### config.mk
export PLATFORM = sky130hd
export DESIGN_NAME = dma_ring_segment_tracker
export DESIGN_NICKNAME = d
export VERILOG_FILES = /design/src/rtl/drst_pkg.sv /design/src/rtl/dma_ring_segment_tracker.sv /design/src/rtl/drst_ctrl.sv /design/src/rtl/drst_dp.sv
export SDC_FILE = /design/constraint.sdc
export NUM_CORES = 1
export LEC_CHECK = 0
export BUFFER_PORTS_ARGS = -buffer_cell sky130_fd_sc_hd__buf_2
export CAP_MARGIN = 40
export CELL_PAD_IN_SITES_DETAIL_PLACEMENT = 0
export CELL_PAD_IN_SITES_GLOBAL_PLACEMENT = 1
export CORE_ASPECT_RATIO = 0.6
export CORE_MARGIN = 3
export CORE_UTILIZATION = 51
export CTS_CLUSTER_DIAMETER = 200
export DETAILED_ROUTE_END_ITERATION = 6
export PLACE_DENSITY = 0.89
export SETUP_SLACK_MARGIN = 0.5
export SYNTH_ARGS = -nofsm -noshare
export SYNTH_HDL_FRONTEND = slang
export SYNTH_SLANG_ARGS = --single-unit
### constraint.sdc
create_clock -name clk -period 5.7 [get_ports clk]
set_clock_uncertainty 0.15 [all_clocks]
set_input_delay 0.57 -clock clk [delete_from_list [all_inputs] [get_ports clk]]
set_output_delay 0.57 -clock clk [all_outputs]
set_load 0.02 [all_outputs]
### src/rtl/drst_pkg.sv
// ----------------------------------------------------------------------------
// drst_pkg: DMA ring segment tracker package
// Shared types, sizes and controller state encoding.
// ----------------------------------------------------------------------------
package drst_pkg;

    // Receive ring: 128 bytes, index arithmetic is modulo by wrap of RING_W bits
    localparam int RING_SIZE   = 128;
    localparam int RING_W      = $clog2(RING_SIZE);
    // Segment queue: 8 slots, at most 7 segments held
    localparam int QUEUE_SLOTS = 8;
    localparam int QIDX_W      = $clog2(QUEUE_SLOTS);

    localparam logic [7:0] FRAME_LIMIT_RST = 8'd20;

    localparam logic OP_UPDATE = 1'b0;
    localparam logic OP_POP    = 1'b1;

    typedef struct packed {
        logic       opcode;
        logic [7:0] remaining_count;
    } req_t;

    typedef struct packed {
        logic       seg_valid;
        logic [6:0] seg_pos;
        logic [6:0] seg_len;
        logic [7:0] clipped_len;
        logic [1:0] pushed_count;
        logic [1:0] dropped_count;
        logic [2:0] queue_level;
    } rsp_t;

    typedef struct packed {
        logic [RING_W-1:0] pos;
        logic [RING_W-1:0] len;
    } seg_entry_t;

    typedef enum logic [2:0] {
        ST_IDLE,
        ST_EVAL,
        ST_PUSH2,
        ST_READ,
        ST_DONE
    } state_t;

    // Controller -> datapath
    typedef struct packed {
        logic load;     // capture request word, clear result
        logic push1;    // first (or only) segment push
        logic push2;    // second segment after a wrap
        logic rd;       // read oldest entry
        logic pop_fin;  // finish pop from read data
    } ctrl_cmd_t;

    // Datapath -> controller
    typedef struct packed {
        logic is_pop;
        logic no_new;
        logic wrap_two;
        logic q_empty;
    } dp_status_t;

endpackage

### src/rtl/dma_ring_segment_tracker.sv
// ----------------------------------------------------------------------------
// dma_ring_segment_tracker: DMA receive ring segment tracker
// Turns DMA remaining counts into (position, length) segments held in a
// seven-deep queue, and pops them with a frame-limited length.
// ----------------------------------------------------------------------------
// Usage: a request word is taken on a clock edge with start high and busy
// low. Exactly one result word follows on rsp, marked by rsp_valid for a
// single cycle; there is no back-pressure, so the receiver must capture it
// then. The sequencer steps an update through evaluate and the strobe,
// with a second push state when the write pointer wraps and two segments
// are pushed, the queue memory having one write port; a pop adds a read
// state for the registered memory read, skipped on an empty queue. busy
// drops the cycle after the strobe. The user must write frame_limit
// through cfg_valid/cfg_ready/cfg_data only while idle; the block itself
// does not enforce this. cfg_ready is always high. A push when the queue
// holds seven segments drops the oldest; dropped_count reports it.
// ----------------------------------------------------------------------------
module dma_ring_segment_tracker (
    input  logic            clk,
    input  logic            rst_n,
    // request
    input  logic            start,
    output logic            busy,
    input  drst_pkg::req_t  req,
    // result
    output logic            rsp_valid,
    output drst_pkg::rsp_t  rsp,
    // frame_limit register write
    input  logic            cfg_valid,
    output logic            cfg_ready,
    input  logic [7:0]      cfg_data
);

    drst_pkg::ctrl_cmd_t  cmd;
    drst_pkg::dp_status_t status;
    logic                 cfg_we;

    assign cfg_ready = 1'b1;
    assign cfg_we    = cfg_valid && cfg_ready;

    // sequencer
    drst_ctrl u_ctrl (
        .clk    (clk),
        .rst_n  (rst_n),
        .start  (start),
        .status (status),
        .cmd    (cmd),
        .busy   (busy),
        .done   (rsp_valid)
    );

    // pointers, queue memory, result registers
    drst_dp u_dp (
        .clk      (clk),
        .rst_n    (rst_n),
        .req      (req),
        .cmd      (cmd),
        .cfg_we   (cfg_we),
        .cfg_data (cfg_data),
        .status   (status),
        .rsp      (rsp)
    );

endmodule

### src/rtl/drst_ctrl.sv
// ----------------------------------------------------------------------------
// drst_ctrl: sequencer
// Steps each request through evaluate, optional second push or queue read,
// and a one-cycle result strobe.
// ----------------------------------------------------------------------------
module drst_ctrl (
    input  logic                  clk,
    input  logic                  rst_n,
    input  logic                  start,
    input  drst_pkg::dp_status_t  status,
    output drst_pkg::ctrl_cmd_t   cmd,
    output logic                  busy,
    output logic                  done
);

    drst_pkg::state_t state_reg;
    drst_pkg::state_t state_next;

    always_ff @(posedge clk or negedge rst_n)
    begin
        if (!rst_n)
        begin
            state_reg <= drst_pkg::ST_IDLE;
        end
        else
        begin
            state_reg <= state_next;
        end
    end

    always_comb
    begin
        state_next = state_reg;
        case (state_reg)
            drst_pkg::ST_IDLE:
            begin
                if (start)
                begin
                    state_next = drst_pkg::ST_EVAL;
                end
            end
            drst_pkg::ST_EVAL:
            begin
                if (status.is_pop)
                begin
                    state_next = status.q_empty ? drst_pkg::ST_DONE : drst_pkg::ST_READ;
                end
                else if (!status.no_new && status.wrap_two)
                begin
                    state_next = drst_pkg::ST_PUSH2;
                end
                else
                begin
                    state_next = drst_pkg::ST_DONE;
                end
            end
            drst_pkg::ST_PUSH2: state_next = drst_pkg::ST_DONE;
            drst_pkg::ST_READ:  state_next = drst_pkg::ST_DONE;
            drst_pkg::ST_DONE:  state_next = drst_pkg::ST_IDLE;
            default:            state_next = drst_pkg::ST_IDLE;
        endcase
    end

    always_comb
    begin
        cmd  = '0;
        busy = 1'b1;
        done = 1'b0;
        case (state_reg)
            drst_pkg::ST_IDLE:
            begin
                busy     = 1'b0;
                cmd.load = start;
            end
            drst_pkg::ST_EVAL:
            begin
                cmd.rd    = status.is_pop && !status.q_empty;
                cmd.push1 = !status.is_pop && !status.no_new;
            end
            drst_pkg::ST_PUSH2: cmd.push2   = 1'b1;
            drst_pkg::ST_READ:  cmd.pop_fin = 1'b1;
            drst_pkg::ST_DONE:  done        = 1'b1;
            default:
            begin
                busy = 1'b1;
            end
        endcase
    end

endmodule

### src/rtl/drst_dp.sv
// ----------------------------------------------------------------------------
// drst_dp: datapath
// Write index arithmetic, segment queue memory with head/tail pointers,
// frame-limit register and result registers.
// ----------------------------------------------------------------------------
module drst_dp (
    input  logic                  clk,
    input  logic                  rst_n,
    input  drst_pkg::req_t        req,
    input  drst_pkg::ctrl_cmd_t   cmd,
    input  logic                  cfg_we,
    input  logic [7:0]            cfg_data,
    output drst_pkg::dp_status_t  status,
    output drst_pkg::rsp_t        rsp
);

    localparam int RW = drst_pkg::RING_W;
    localparam int QW = drst_pkg::QIDX_W;

    drst_pkg::seg_entry_t seg_mem [drst_pkg::QUEUE_SLOTS];
    drst_pkg::seg_entry_t rd_data_reg;
    drst_pkg::seg_entry_t wr_data;
    logic                 wr_en;

    logic          opcode_reg,     opcode_next;
    logic [7:0]    remain_reg,     remain_next;
    logic [QW-1:0] head_reg,       head_next;
    logic [QW-1:0] tail_reg,       tail_next;
    logic [RW-1:0] last_reg,       last_next;
    logic [7:0]    frame_lim_reg,  frame_lim_next;
    logic          seg_valid_reg,  seg_valid_next;
    logic [6:0]    seg_pos_reg,    seg_pos_next;
    logic [6:0]    seg_len_reg,    seg_len_next;
    logic [7:0]    clip_reg,       clip_next;
    logic [1:0]    pushed_reg,     pushed_next;
    logic [1:0]    dropped_reg,    dropped_next;

    logic [RW-1:0] cur_idx;
    logic          wrapped;
    logic [RW-1:0] len1;
    logic [QW-1:0] head_inc;
    logic          q_full;
    logic [7:0]    rd_len_ext;

    // cur = (RING_SIZE - remaining mod RING_SIZE) mod RING_SIZE, i.e. a negate
    assign cur_idx  = RW'(0) - remain_reg[RW-1:0];
    assign wrapped  = cur_idx < last_reg;
    // wrap: RING_SIZE - last, otherwise cur - last (both modulo ring)
    assign len1     = (wrapped ? RW'(0) : cur_idx) - last_reg;
    assign head_inc = head_reg + QW'(1);
    assign q_full   = head_inc == tail_reg;
    assign rd_len_ext = 8'(rd_data_reg.len);

    assign status.is_pop   = opcode_reg == drst_pkg::OP_POP;
    assign status.no_new   = cur_idx == last_reg;
    assign status.wrap_two = wrapped && (cur_idx != RW'(0));
    assign status.q_empty  = head_reg == tail_reg;

    assign wr_en = cmd.push1 || cmd.push2;
    always_comb
    begin
        if (cmd.push2)
        begin
            wr_data.pos = RW'(0);
            wr_data.len = cur_idx;
        end
        else
        begin
            wr_data.pos = last_reg;
            wr_data.len = len1;
        end
    end

    always_comb
    begin
        opcode_next    = opcode_reg;
        remain_next    = remain_reg;
        head_next      = head_reg;
        tail_next      = tail_reg;
        last_next      = last_reg;
        frame_lim_next = cfg_we ? cfg_data : frame_lim_reg;
        seg_valid_next = seg_valid_reg;
        seg_pos_next   = seg_pos_reg;
        seg_len_next   = seg_len_reg;
        clip_next      = clip_reg;
        pushed_next    = pushed_reg;
        dropped_next   = dropped_reg;

        if (cmd.load)
        begin
            opcode_next    = req.opcode;
            remain_next    = req.remaining_count;
            seg_valid_next = 1'b0;
            seg_pos_next   = '0;
            seg_len_next   = '0;
            clip_next      = '0;
            pushed_next    = '0;
            dropped_next   = '0;
        end

        if (wr_en)
        begin
            // full queue: oldest entry is dropped
            head_next = head_inc;
            if (q_full)
            begin
                tail_next    = tail_reg + QW'(1);
                dropped_next = dropped_reg + 2'd1;
            end
            pushed_next = cmd.push2 ? 2'd2 : 2'd1;
        end

        if (cmd.push1)
        begin
            last_next = cur_idx;
        end

        if (cmd.pop_fin)
        begin
            seg_valid_next = 1'b1;
            seg_pos_next   = 7'(rd_data_reg.pos);
            seg_len_next   = 7'(rd_data_reg.len);
            clip_next      = (rd_len_ext > frame_lim_reg) ? frame_lim_reg : rd_len_ext;
            tail_next      = tail_reg + QW'(1);
        end
    end

    always_ff @(posedge clk or negedge rst_n)
    begin
        if (!rst_n)
        begin
            head_reg      <= '0;
            tail_reg      <= '0;
            last_reg      <= '0;
            frame_lim_reg <= drst_pkg::FRAME_LIMIT_RST;
            opcode_reg    <= drst_pkg::OP_UPDATE;
        end
        else
        begin
            head_reg      <= head_next;
            tail_reg      <= tail_next;
            last_reg      <= last_next;
            frame_lim_reg <= frame_lim_next;
            opcode_reg    <= opcode_next;
        end
    end

    // payload, no reset
    always_ff @(posedge clk)
    begin
        remain_reg    <= remain_next;
        seg_valid_reg <= seg_valid_next;
        seg_pos_reg   <= seg_pos_next;
        seg_len_reg   <= seg_len_next;
        clip_reg      <= clip_next;
        pushed_reg    <= pushed_next;
        dropped_reg   <= dropped_next;
    end

    // segment queue memory, registered read
    always_ff @(posedge clk)
    begin
        if (wr_en)
        begin
            seg_mem[head_reg] <= wr_data;
        end
        if (cmd.rd)
        begin
            rd_data_reg <= seg_mem[tail_reg];
        end
    end

    assign rsp.seg_valid     = seg_valid_reg;
    assign rsp.seg_pos       = seg_pos_reg;
    assign rsp.seg_len       = seg_len_reg;
    assign rsp.clipped_len   = clip_reg;
    assign rsp.pushed_count  = pushed_reg;
    assign rsp.dropped_count = dropped_reg;
    assign rsp.queue_level   = 3'(head_reg - tail_reg);

    a_push_adv: assert property (@(posedge clk) disable iff (!rst_n)
        wr_en |=> head_reg == $past(head_inc))
        else $error("head pointer did not advance on push");

    a_push_nonempty: assert property (@(posedge clk) disable iff (!rst_n)
        wr_en |=> head_reg != tail_reg)
        else $error("queue empty straight after a push");

    a_push2_order: assert property (@(posedge clk) disable iff (!rst_n)
        cmd.push2 |-> $past(cmd.push1))
        else $error("second push without first push");

    a_pop_nonempty: assert property (@(posedge clk) disable iff (!rst_n)
        (cmd.rd || cmd.pop_fin) |-> head_reg != tail_reg)
        else $error("queue read while empty");

endmodule
==> results.yml <==
run_status:
  status: "completed"
setup_path:
  crit_chain: "inv_1, ha_1, nand3_1, xor2_1, ha_1, a21oi_1, o21ai_0, a21oi_1, buf_4, nand2b_1, ha_1, inv_1, fa_1, a211oi_2, nor4b_1, a2111oi_1, o21ai_0, a22o_1"
  slowest_delay_ns: 0.49
  path_class: "reg2reg"
  worstPathRequired_ns: 5.69
  endpoint_kind: "flip-flop"
  path_delay_family: "compound AO/OA/AOI/OAI gates"
  start_kind: "flip-flop"
  crit_path_frequent_cell: "ha_1"
  crit_arrival_ns: 4.76
  crit_fanout: 8
  timing.critical_path.buf_inv: 3
  slowest_stage: "edfxtp_1"
global_route:
  antenna_found_initial: 0
  grt_pass1_vias: 4381
  grtUsageTotal_pct: 19.1
  grt_max_degree: 33
  grt_pass1_wl_mm: 24.7
  grt_overflow: 0
layout:
  area_delta_synth_final_pct: 14.4
  drive_gt1_share_pct: 26.6
  largest_reg_flops: 112
  final_common_cell: "edfxtp_1"
  final_design_area_no_fill_mm2: 0.00914
  layout_common_cells: "edfxtp_1 (157), nand2_1 (55), buf_2 (51), inv_1 (35), mux4_2 (28)"
  nets: 629
  n_antenna_cell: 0
synth:
  yosysTopAreaCellShare_pct: 59.0
  async_flop_share_pct: 13.5
  synth.area.top_cells: "edfxtp_1 (59%), mux4_2 (7.9%), dfrtp_1 (7.2%)"
  synth_seq_area_share_pct: 67.6
  syn_area_mm2: 0.00799
  synth_top_family_by_area: "multiplexers"
  ys_types: 50
  ys_ff_latch: 185
  syn_inst: 516
  yosys.area_share.xor_xnor_pct: 1.64
  synth.mux.area_fraction_pct: 11.4
  synth_edf_count: 157
  synthFlopType: "edfxtp_1"
  synthSimpleGateAreaFrac_pct: 7.50
  synth_fa_ha_area_share_pct: 4.42
  synth_largest_area_cell: "edfxtp_1"
  synth_compound_area_share_pct: 4.61
  synth_nets: 564
  yosys_warnings: 0
  avgSynthCellArea_um2: 15.5
timing:
  setup_tns_ns: 0
  relSlewSlack_pct: 38.4
  setup_violations: 0
  fin_crit_sh_pct: 83.7
  hold_violations: 0
  tightest_slew_ns: 0.924
  fin_hold_ws_ns: 0.0112
  min_period_ns: 4.77
  fmax_mhz: 210
  rsz0062_at_grt: "false"
  slew_violations: 0
die:
  row_count: 34
  die_h_um: 103
  start_util_pct: 53.6
  ios: 54
  core_area_mm2: 0.0149
  die_w_um: 168
  die_area_mm2: 0.0172
job:
  timing.max_cap.violations: 0
placement:
  portBuffers: 51
  placed_area_mm2: 0.00858
  hpwl_mm: 10.7
  gp_congestion: 0.837
route:
  vias: 4509
  drtAntennaViolNets: 0
  drt_iter0_drc: 472
  vias_per_cell: 5.69
  wire_per_inst_um: 19.8
  drt_pass1_iterations: 6
  drcViolationCount: 0
  wirelength_mm: 15.7
clock_tree:
  cts_tree: "done"
  h-tree-depth: 4
  cts_buffer_depth: 2
  clk-insertion-delay-late_ns: 0.43
  cts_buffers: 17
  cts-root-buf: "clkbuf_16"
  clkTransAtPathRegs_ns: 0.08
  cts_sinks: 185
pwr:
  finalPower_mw: 5.43
  p_leak_nw: 3.40
  power.density_mw_per_mm2: 594
  ir_worst_vdd_uv: 407
min_path:
  min_path_type: "in2async"
==> synthesized netlist by cell type (9+ instances only) <==
library cell,number
mux2_2,18
nand2_1,55
xnor2_1,9
ha_1,25
clkbuf_1,12
nor2_1,20
edfxtp_1,157
o21ai_0,27
mux4_2,28
a21oi_1,9
dfrtp_1,23
inv_1,35
==> routing by layer <==
layer / global-route usage (%) / wire length (µm) / vias to the layer above
li1: - / - / 2058
met1: 29.1 / 7560 / 2285
met2: 28.2 / 6920 / 150
met3: 3.91 / 1040 / 16
met4: 5.34 / 176 / 0
met5: 0 / 0 / -
==> power by group <==
group | internal (mW) | switching [mW]
logic | 0.785 | 1.26
clock network | 0.567 | 0.520
registers | 2.11 | 0.185
total | 3.46 | 1.97
==> per-stage QoR <==
stage                     utilization (%)  worst slack (ns)  std cells
after floorplan                         -              1.30        516
after global placement               57.2             0.960        755
after detailed placement             57.7             0.802        760
after CTS                            61.3             0.757        792
after global routing                 61.4             0.522        792
final                                61.4             0.929        792
==> cell type report <==
type / count / area [µm²]
flip-flops and latches: 185 / 5400
multi-input cells: 277 / 2410
clock inverters: 14 / 115
well taps: 198 / 248
repair buffers: 65 / 395
fillers: 1065 / 5750
inverters: 35 / 131
clock buffers: 18 / 429
==> path summary, 6_finish.rpt <==
check	from	to	slack (ns)	cells after the start
hold / removal	rst_n	u_dp.last_reg[2]$_DFFE_PN0P_	0.01	1
hold reg to reg	u_dp.seg_valid_reg$_SDFFE_PN1P_	u_dp.seg_valid_reg$_SDFFE_PN1P_	0.30	2
setup / recovery	u_dp.remain_reg[0]$_DFFE_PP_	u_dp.seg_mem[5][6]$_DFFE_PP_	0.93	18
setup reg to reg	u_dp.remain_reg[0]$_DFFE_PP_	u_dp.seg_mem[5][6]$_DFFE_PP_	0.93	18
max in group asynchronous	rst_n	u_dp.tail_reg[0]$_DFFE_PN0P_	4.93	1
min in group clk	req[2]	u_dp.remain_reg[2]$_DFFE_PP_	0.17	1
==> repair_timing <==
action                                 CTS  global route
endpoints found under the hold margin    0             0
buffers inserted                         0             0
hold buffers                             0             0
resized for setup                        0             2
setup endpoints to repair                0             8
==> cell families after synthesis <==
kind of cell,count (synthesis)
buffers and inverters,54
multiplexers,54
adder cells (fa/ha/maj),27
AND/OR/NAND/NOR,123
AO/OA/AOI/OAI,56
other,2
flip-flops,185
XOR/XNOR,15
(Power assumes the default switching activity.)
